--- config.mk ---
export PLATFORM = sky130hd
export DESIGN_NAME = integer_matrix_multiply_top
export DESIGN_NICKNAME = d
export VERILOG_FILES = /design/src/hdl/imm_pkg.sv /design/src/hdl/integer_matrix_multiply_top.sv /design/src/hdl/imm_ctrl.sv /design/src/hdl/imm_dp.sv
export SDC_FILE = /design/constraint.sdc
export NUM_CORES = 2
export LEC_CHECK = 0
export BUFFER_PORTS_ARGS = -buffer_cell sky130_fd_sc_hd__buf_2
export CORE_ASPECT_RATIO = 2
export CORE_MARGIN = 1.5
export CORE_UTILIZATION = 63
export CTS_CLUSTER_SIZE = 30
export DETAILED_ROUTE_END_ITERATION = 6
export HOLD_SLACK_MARGIN = 0.12
export PLACE_DENSITY = 0.78
export SLEW_MARGIN = 25
export SYNTH_ARGS = -nofsm -noshare
export SYNTH_HDL_FRONTEND = slang
export SYNTH_SLANG_ARGS = --single-unit
--- constraint.sdc ---
create_clock -name clk -period 8 [get_ports clk]
set_input_delay 0.4 -clock clk [delete_from_list [all_inputs] [get_ports clk]]
set_output_delay 0.4 -clock clk [all_outputs]
set_load 0.02 [all_outputs]
--- src/hdl/imm_pkg.sv ---
// ----------------------------------------------------------------------------
// imm_pkg
// Shared constants, types and the microcode table for the matrix multiplier.
// ----------------------------------------------------------------------------
`default_nettype none

package imm_pkg;

	localparam int MAX_DIM   = 8;
	localparam int IDX_W     = $clog2(MAX_DIM);
	localparam int DIM_W     = 4;
	localparam int ELEM_W    = 32;
	localparam int ADDR_W    = 2 * IDX_W;
	localparam int DEPTH     = MAX_DIM * MAX_DIM;
	localparam int CMD_W     = 2;
	localparam int CFG_IDX_W = 2;
	localparam int STEP_W    = 3;
	localparam int COND_W    = 3;
	localparam int IN_DATA_W  = ((2 * IDX_W + ELEM_W + 7) / 8) * 8;
	localparam int OUT_DATA_W = ((ELEM_W + 2 * IDX_W + 7) / 8) * 8;

	// input commands
	localparam logic [CMD_W-1:0] CMD_LOAD_A  = 2'd0;
	localparam logic [CMD_W-1:0] CMD_LOAD_B  = 2'd1;
	localparam logic [CMD_W-1:0] CMD_COMPUTE = 2'd2;

	// configuration register indexes
	localparam logic [CFG_IDX_W-1:0] REG_ROWS_A    = 2'd0;
	localparam logic [CFG_IDX_W-1:0] REG_INNER_LEN = 2'd1;
	localparam logic [CFG_IDX_W-1:0] REG_COLS_B    = 2'd2;

	// microprogram steps
	localparam logic [STEP_W-1:0] S_IDLE = 3'd0;
	localparam logic [STEP_W-1:0] S_RD   = 3'd1;
	localparam logic [STEP_W-1:0] S_MUL  = 3'd2;
	localparam logic [STEP_W-1:0] S_ACC  = 3'd3;
	localparam logic [STEP_W-1:0] S_EMIT = 3'd4;
	localparam logic [STEP_W-1:0] S_NEXT = 3'd5;
	localparam logic [STEP_W-1:0] S_DONE = 3'd6;

	// jump conditions
	localparam logic [COND_W-1:0] COND_NEVER     = 3'd0;
	localparam logic [COND_W-1:0] COND_ALWAYS    = 3'd1;
	localparam logic [COND_W-1:0] COND_NOT_START = 3'd2;
	localparam logic [COND_W-1:0] COND_K_MORE    = 3'd3;
	localparam logic [COND_W-1:0] COND_OUT_BUSY  = 3'd4;
	localparam logic [COND_W-1:0] COND_ELEM_MORE = 3'd5;

	typedef struct packed {
		logic              in_rdy;
		logic              clr_ij;
		logic              clr_acc;
		logic              rd;
		logic              mul;
		logic              acc;
		logic              emit;
		logic              adv_ij;
		logic [COND_W-1:0] cond;
		logic [STEP_W-1:0] target;
	} ucode_t;

	typedef struct packed {
		logic [IDX_W-1:0] nr_m1;
		logic [IDX_W-1:0] nk_m1;
		logic [IDX_W-1:0] nc_m1;
	} dims_t;

	typedef struct packed {
		logic             ld_a;
		logic             ld_b;
		logic             rd;
		logic             mul;
		logic             acc;
		logic             clr_acc;
		logic             emit;
		logic             last;
		logic [IDX_W-1:0] i;
		logic [IDX_W-1:0] j;
		logic [IDX_W-1:0] k;
	} ctl_t;

	// register value to count minus one; 0 acts as 1, above MAX_DIM as MAX_DIM
	function automatic logic [IDX_W-1:0] clamp_m1(input logic [DIM_W-1:0] v);
		logic [IDX_W-1:0] r;
		begin
			if (v == '0)
				r = '0;
			else if (v > DIM_W'(MAX_DIM))
				r = IDX_W'(MAX_DIM - 1);
			else
				r = IDX_W'(v - 1'b1);
			return r;
		end
	endfunction

	// control store: one word per step
	function automatic ucode_t ucode_rom(input logic [STEP_W-1:0] step);
		ucode_t w;
		begin
			w = '0;
			case (step)
				S_IDLE: begin
					w.in_rdy  = 1'b1;
					w.clr_ij  = 1'b1;
					w.clr_acc = 1'b1;
					w.cond    = COND_NOT_START;
					w.target  = S_IDLE;
				end
				S_RD: begin
					w.rd = 1'b1;
				end
				S_MUL: begin
					w.mul = 1'b1;
				end
				S_ACC: begin
					w.acc    = 1'b1;
					w.cond   = COND_K_MORE;
					w.target = S_RD;
				end
				S_EMIT: begin
					w.emit   = 1'b1;
					w.cond   = COND_OUT_BUSY;
					w.target = S_EMIT;
				end
				S_NEXT: begin
					w.clr_acc = 1'b1;
					w.adv_ij  = 1'b1;
					w.cond    = COND_ELEM_MORE;
					w.target  = S_RD;
				end
				S_DONE: begin
					w.cond   = COND_ALWAYS;
					w.target = S_IDLE;
				end
				default: begin
					w.cond   = COND_ALWAYS;
					w.target = S_IDLE;
				end
			endcase
			return w;
		end
	endfunction

endpackage

`default_nettype wire

--- src/hdl/integer_matrix_multiply_top.sv ---
// ----------------------------------------------------------------------------
// integer_matrix_multiply_top
// Signed matrix product C = A x B from locally loaded element stores.
// ----------------------------------------------------------------------------
// load transactions: one per cycle while the sequencer is idle, no result
// compute: per product element, read, multiply and accumulate steps of the
//   shared MAC per inner term, then emit and advance; emit waits while the
//   output register is busy, and a done step follows the last element
// output register frees the sequencer unless the sink stalls the next emit
// async reset clears the sequencer, output valid and dims to 1; stores undefined
`default_nettype none

module integer_matrix_multiply_top
	import imm_pkg::*;
(
	input  wire logic                  clk,
	input  wire logic                  arst_n,
	input  wire logic                  s_axis_tvalid,
	output logic                       s_axis_tready,
	// row_index [2:0], col_index [5:3], elem_value [37:6], zero pad
	input  wire logic [IN_DATA_W-1:0]  s_axis_tdata,
	// cmd [1:0]
	input  wire logic [CMD_W-1:0]      s_axis_tuser,
	output logic                       m_axis_tvalid,
	input  wire logic                  m_axis_tready,
	// prod_value [31:0], prod_row [34:32], prod_col [37:35], zero pad
	output logic [OUT_DATA_W-1:0]      m_axis_tdata,
	output logic                       m_axis_tlast,
	input  wire logic                  cfg_we,
	input  wire logic [CFG_IDX_W-1:0]  cfg_index,
	input  wire logic [DIM_W-1:0]      cfg_data
);

	logic [DIM_W-1:0]  rows_a_q;
	logic [DIM_W-1:0]  inner_len_q;
	logic [DIM_W-1:0]  cols_b_q;
	dims_t             dims;
	ctl_t              ctl;
	logic              out_busy;
	logic [ELEM_W-1:0] out_value;
	logic [IDX_W-1:0]  out_row;
	logic [IDX_W-1:0]  out_col;

	always_ff @(posedge clk or negedge arst_n) begin
		if (!arst_n) begin
			rows_a_q    <= DIM_W'(1);
			inner_len_q <= DIM_W'(1);
			cols_b_q    <= DIM_W'(1);
		end else if (cfg_we) begin
			case (cfg_index)
				REG_ROWS_A:    rows_a_q    <= cfg_data;
				REG_INNER_LEN: inner_len_q <= cfg_data;
				REG_COLS_B:    cols_b_q    <= cfg_data;
				default: begin
				end
			endcase
		end
	end

	assign dims.nr_m1 = clamp_m1(rows_a_q);
	assign dims.nk_m1 = clamp_m1(inner_len_q);
	assign dims.nc_m1 = clamp_m1(cols_b_q);

	imm_ctrl u_ctrl (
		.clk      (clk),
		.arst_n   (arst_n),
		.in_valid (s_axis_tvalid),
		.in_cmd   (s_axis_tuser),
		.dims     (dims),
		.out_busy (out_busy),
		.in_ready (s_axis_tready),
		.ctl      (ctl)
	);

	imm_dp u_dp (
		.clk       (clk),
		.arst_n    (arst_n),
		.ctl       (ctl),
		.ld_row    (s_axis_tdata[IDX_W-1:0]),
		.ld_col    (s_axis_tdata[2*IDX_W-1:IDX_W]),
		.ld_value  (s_axis_tdata[2*IDX_W+ELEM_W-1:2*IDX_W]),
		.out_ready (m_axis_tready),
		.out_busy  (out_busy),
		.out_valid (m_axis_tvalid),
		.out_value (out_value),
		.out_row   (out_row),
		.out_col   (out_col),
		.out_last  (m_axis_tlast)
	);

	assign m_axis_tdata = {{(OUT_DATA_W - ELEM_W - 2*IDX_W){1'b0}}, out_col, out_row, out_value};

	// a compute transaction takes the sequencer out of idle
	a_compute_busy: assert property (@(posedge clk) disable iff (!arst_n)
		s_axis_tvalid && s_axis_tready && (s_axis_tuser == CMD_COMPUTE) |=> !s_axis_tready)
		else $error("input still ready after compute transaction");

	// last element sits at the far corner of the product
	a_last_corner: assert property (@(posedge clk) disable iff (!arst_n)
		m_axis_tvalid && m_axis_tlast |-> (out_row == dims.nr_m1) && (out_col == dims.nc_m1))
		else $error("last flag away from final element");

	// emitted coordinates stay inside the configured product
	a_coord_range: assert property (@(posedge clk) disable iff (!arst_n)
		m_axis_tvalid |-> (out_row <= dims.nr_m1) && (out_col <= dims.nc_m1))
		else $error("product coordinate out of range");

endmodule

`default_nettype wire

--- src/hdl/imm_ctrl.sv ---
// ----------------------------------------------------------------------------
// imm_ctrl
// Microcoded sequencer: step counter, control store and loop counters.
// ----------------------------------------------------------------------------
`default_nettype none

module imm_ctrl
	import imm_pkg::*;
(
	input  wire logic             clk,
	input  wire logic             arst_n,
	input  wire logic             in_valid,
	input  wire logic [CMD_W-1:0] in_cmd,
	input  wire dims_t            dims,
	input  wire logic             out_busy,
	output logic                  in_ready,
	output ctl_t                  ctl
);

	logic [STEP_W-1:0] step_q;
	logic [IDX_W-1:0]  i_q;
	logic [IDX_W-1:0]  j_q;
	logic [IDX_W-1:0]  k_q;
	ucode_t            uw;
	logic              accept;
	logic              start;
	logic              k_more;
	logic              elem_last;
	logic              cond_hit;

	assign uw        = ucode_rom(step_q);
	assign in_ready  = uw.in_rdy;
	assign accept    = in_valid & uw.in_rdy;
	assign start     = accept && (in_cmd == CMD_COMPUTE);
	assign k_more    = (k_q != dims.nk_m1);
	assign elem_last = (i_q == dims.nr_m1) && (j_q == dims.nc_m1);

	always_comb begin
		case (uw.cond)
			COND_NEVER:     cond_hit = 1'b0;
			COND_ALWAYS:    cond_hit = 1'b1;
			COND_NOT_START: cond_hit = !start;
			COND_K_MORE:    cond_hit = k_more;
			COND_OUT_BUSY:  cond_hit = out_busy;
			COND_ELEM_MORE: cond_hit = !elem_last;
			default:        cond_hit = 1'b0;
		endcase
	end

	always_ff @(posedge clk or negedge arst_n) begin
		if (!arst_n) begin
			step_q <= S_IDLE;
			i_q    <= '0;
			j_q    <= '0;
			k_q    <= '0;
		end else begin
			step_q <= cond_hit ? uw.target : step_q + 1'b1;
			if (uw.clr_ij) begin
				i_q <= '0;
				j_q <= '0;
			end else if (uw.adv_ij) begin
				if (j_q == dims.nc_m1) begin
					j_q <= '0;
					i_q <= i_q + 1'b1;
				end else begin
					j_q <= j_q + 1'b1;
				end
			end
			if (uw.clr_acc)
				k_q <= '0;
			else if (uw.acc && k_more)
				k_q <= k_q + 1'b1;
		end
	end

	always_comb begin
		ctl.ld_a    = accept && (in_cmd == CMD_LOAD_A);
		ctl.ld_b    = accept && (in_cmd == CMD_LOAD_B);
		ctl.rd      = uw.rd;
		ctl.mul     = uw.mul;
		ctl.acc     = uw.acc;
		ctl.clr_acc = uw.clr_acc;
		// hold the emit until the output register is free
		ctl.emit    = uw.emit & !out_busy;
		ctl.last    = elem_last;
		ctl.i       = i_q;
		ctl.j       = j_q;
		ctl.k       = k_q;
	end

endmodule

`default_nettype wire

--- src/hdl/imm_dp.sv ---
// ----------------------------------------------------------------------------
// imm_dp
// Datapath: element stores for A and B, multiplier, accumulator, output register.
// ----------------------------------------------------------------------------
`default_nettype none

module imm_dp
	import imm_pkg::*;
(
	input  wire logic              clk,
	input  wire logic              arst_n,
	input  wire ctl_t              ctl,
	input  wire logic [IDX_W-1:0]  ld_row,
	input  wire logic [IDX_W-1:0]  ld_col,
	input  wire logic [ELEM_W-1:0] ld_value,
	input  wire logic              out_ready,
	output logic                   out_busy,
	output logic                   out_valid,
	output logic [ELEM_W-1:0]      out_value,
	output logic [IDX_W-1:0]       out_row,
	output logic [IDX_W-1:0]       out_col,
	output logic                   out_last
);

	logic [ELEM_W-1:0] mem_a [DEPTH];
	logic [ELEM_W-1:0] mem_b [DEPTH];
	logic [ELEM_W-1:0] a_q;
	logic [ELEM_W-1:0] b_q;
	logic [ELEM_W-1:0] prod_q;
	logic [ELEM_W-1:0] acc_q;
	logic              out_valid_q;
	logic [ADDR_W-1:0] wr_addr;
	logic [ADDR_W-1:0] rd_addr_a;
	logic [ADDR_W-1:0] rd_addr_b;

	assign wr_addr   = {ld_row, ld_col};
	assign rd_addr_a = {ctl.i, ctl.k};
	assign rd_addr_b = {ctl.k, ctl.j};

	always_ff @(posedge clk) begin
		if (ctl.ld_a)
			mem_a[wr_addr] <= ld_value;
		if (ctl.rd)
			a_q <= mem_a[rd_addr_a];
	end

	always_ff @(posedge clk) begin
		if (ctl.ld_b)
			mem_b[wr_addr] <= ld_value;
		if (ctl.rd)
			b_q <= mem_b[rd_addr_b];
	end

	// low word of the product is the same for signed and unsigned operands
	always_ff @(posedge clk) begin
		if (ctl.mul)
			prod_q <= a_q * b_q;
		if (ctl.clr_acc)
			acc_q <= '0;
		else if (ctl.acc)
			acc_q <= acc_q + prod_q;
	end

	always_ff @(posedge clk or negedge arst_n) begin
		if (!arst_n)
			out_valid_q <= 1'b0;
		else if (ctl.emit)
			out_valid_q <= 1'b1;
		else if (out_ready)
			out_valid_q <= 1'b0;
	end

	always_ff @(posedge clk) begin
		if (ctl.emit) begin
			out_value <= acc_q;
			out_row   <= ctl.i;
			out_col   <= ctl.j;
			out_last  <= ctl.last;
		end
	end

	assign out_valid = out_valid_q;
	assign out_busy  = out_valid_q & !out_ready;

endmodule

`default_nettype wire

==> reports/metrics.yaml <==
setup_path:
  reg2reg_from: "u_dp.b_q[2]"
  worst-setup-path-type: "register to register"
  path_max_fanout: 6
  reg2regPathDepth: 24
  cp.required_ns: 8.66
  rr_endpoint: "u_dp.prod_q[28]"
  worstPathArrival_ns: 8.01
  rrSetupSlack_ns: 0.65
  endpoint_kind: "register"
  start_kind: "register"
timing:
  finalCritPeriodShare: 0.918
  maxSlewHeadroom: 0.186
  fin_tns_setup_ns: 0
  fmax_mhz: 136
  setup_violations: 0
  tightest_slew_ns: 1.22
  final_max_slew_viol_count: 0
  rsz0062_at_grt: "no"
  final-hold-violation-count: 0
  skew_ns: 0.0606
  holdWs_ns: 0.231
  period_needed_ns: 7.35
final_layout:
  num-fill-cells: 15900
  layout.nets: 9323
  layout_common_cells: "edfxtp_1 (4231), mux4_2 (1341), inv_1 (426), fa_1 (409), clkbuf_16 (356)"
  layout_commonest_cell: "edfxtp_1"
  register_area_mm2: 0.128
  area_growth_pct: 10.9
  multi_input_area_mm2: 0.0486
  drive_gt1_frac: 0.270
detailed_routing:
  drt_iter0_drc: 13100
  vias: 92300
  wl_per_cell_um: 41.1
  finalWirelength_um: 533000
  vias_per_cell: 7.13
  drtAntennaViolNets: 0
  drt_pass1_iterations: 6
  drc: 0
global_route:
  overflow: 0
  grt_pass1_wl_um: 714000
  grt_usage: 0.362
  antenna_found_initial: 118
  grt_pass1_vias: 94400
  grt_max_degree: 107
clock_network:
  root_buffer: "clkbuf_16"
  cts_resized: 0
  cts_buffers: 351
  clkSlewWorstSetupHoldPaths_ns: 0.07
  insertion_delay_ns: 0.93
  cts_sinks: 4288
  cts_tree: "done"
  clock_path_buffers: 4
  h-tree-depth: 5
run_status:
  outcome: "finished, final reports clean"
logic_synthesis:
  ys_ff_latch: 4288
  yosys.area.top_type: "edfxtp_1"
  async_flop_share: 0.00583
  yosysWarnings: 0
  yosysTopAreaCellShare: 0.709
  synth_area_mm2: 0.179
  synth-seq-area-share: 0.716
  synth_edf_count: 4231
  postSynthCellCount: 8320
  synth_cell_type_count: 63
  yosys_most_used_dff: "edfxtp_1"
  avgSynthCellArea_um2: 21.5
  synthTopCellsByArea: "edfxtp_1 (71%), mux4_2 (17%), fa_1 (4.6%)"
placement:
  gp_congestion: 0.967
  port-buffer-count: 91
  hpwl_um: 295000
die:
  num_io_pins: 96
  start_util: 0.634
  die_w_um: 380
  die_height_um: 757
  dieArea_mm2: 0.288
  coreArea_mm2: 0.283
  rows: 276
worst_hold_path:
  hold_class: "primary input to async pin"
job:
  drv_cap: 0
==> layout make-up <==
class	count	share of cell area
clock inverter	216	0.0112
sequential	4288	0.645
multi-input combinational	3183	0.244
tap	3753	0.0236
antenna	222	0.00279
timing repair buffer	444	0.0185
clock buffer	410	0.0461
inverter	428	0.00808
==> how the worst max path moves through the flow <==
stage / start / endpoint
after floorplan: u_dp.b_q[3] / u_dp.prod_q[30]
after global routing: u_dp.a_q[6] / u_dp.prod_q[31]
after CTS: u_dp.b_q[2] / u_dp.prod_q[28]
after detailed placement: u_dp.b_q[2] / u_dp.prod_q[28]
after global placement: u_dp.b_q[2] / u_dp.prod_q[28]
final: u_dp.b_q[2] / u_dp.prod_q[28]
==> what timing repair did <==
action                    4_1_cts  5_1_grt
hold buffers                   48        0
setup buffers                   0        0
hold endpoints to repair     1620        0
==> registers in the layout, summed over array words and instances (netlist names), 3 cells and up <==
| register | cells |
|---|---|
| u_dp.mem_a | 2048 |
| u_dp.mem_b | 2048 |
| u_dp.a_q | 32 |
| u_dp.acc_q | 32 |
| u_dp.b_q | 32 |
| u_dp.out_value | 32 |
| u_dp.prod_q | 32 |
| cols_b_q | 4 |
| inner_len_q | 4 |
| rows_a_q | 4 |
| u_ctrl.i_q | 3 |
| u_ctrl.j_q | 3 |
| u_ctrl.k_q | 3 |
| u_ctrl.step_q | 3 |
| u_dp.out_col | 3 |
| u_dp.out_row | 3 |
==> cell families after synthesis <==
logic type | after synthesis | share of synthesized area
XOR/XNOR | 120 | 0.00586
adder cells (fa/ha/maj) | 577 | 0.0574
buffers and inverters | 850 | 0.0187
AO/OA/AOI/OAI | 206 | 0.00706
AND/OR/NAND/NOR | 897 | 0.0243
other | 1 | 0.0000209
flip-flops | 4288 | 0.716
multiplexers | 1381 | 0.171
==> Yosys cell counts, types with 11 or more instances <==
cell,number
a211oi_1,13
a21o_1,14
a21oi_1,64
and2_1,283
buf_1,67
buf_2,93
clkbuf_1,252
dfrtp_1,22
dfxtp_1,32
edfxtp_1,4231
fa_1,409
ha_1,165
inv_1,426
mux2_2,13
mux2i_1,27
mux4_2,1341
nand2_1,312
nand2b_1,13
nand3_1,17
nor2_1,202
nor3_1,11
o21a_1,13
o21ai_0,55
xnor2_1,81
xor2_1,39
==> stage by stage <==
step / std cells / area, um2 / util / setup WS (ns)
5_1_grt: 12900 / 199000 / 0.703 / 0.240
6_report: 12900 / 199000 / 0.703 / 0.654
2_1_floorplan: 8321 / 179000 / - / 1.19
4_1_cts: 12700 / 198000 / 0.701 / 0.648
3_5_place_dp: 12000 / 186000 / 0.659 / 0.663
3_3_place_gp: 12000 / 186000 / 0.659 / 0.647
==> metal layers <==
layer | part of all wire | global-route usage | up-vias
met5 | 0.00045 | 0 | -
met4 | 0.11 | 0.327 | 34
met3 | 0.096 | 0.0622 | 1776
met2 | 0.51 | 0.610 | 7792
met1 | 0.29 | 0.394 | 48400
li1 | - | - | 34400
==> worst max-delay path: stages, from the launching register on <==
cell      delay, ns
edfxtp_1       0.49
and2_1         0.24
fa_1           0.54
inv_1          0.05
fa_1           0.49
fa_1           0.46
fa_1           0.57
inv_1          0.07
fa_1           0.49
inv_1          0.05
fa_1           0.52
inv_1          0.05
fa_1           0.50
fa_1           0.46
ha_1           0.38
a21oi_1        0.21
a21boi_0       0.10
o21ai_0        0.21
o21a_1         0.17
o21ai_0        0.09
buf_4          0.17
o21a_1         0.22
buf_4          0.15
a31o_2         0.24
xor2_1         0.14
Power is left out: the tool's default activity adds up to more than one toggle a clock period on the data nets, which glitch-free logic cannot reach.
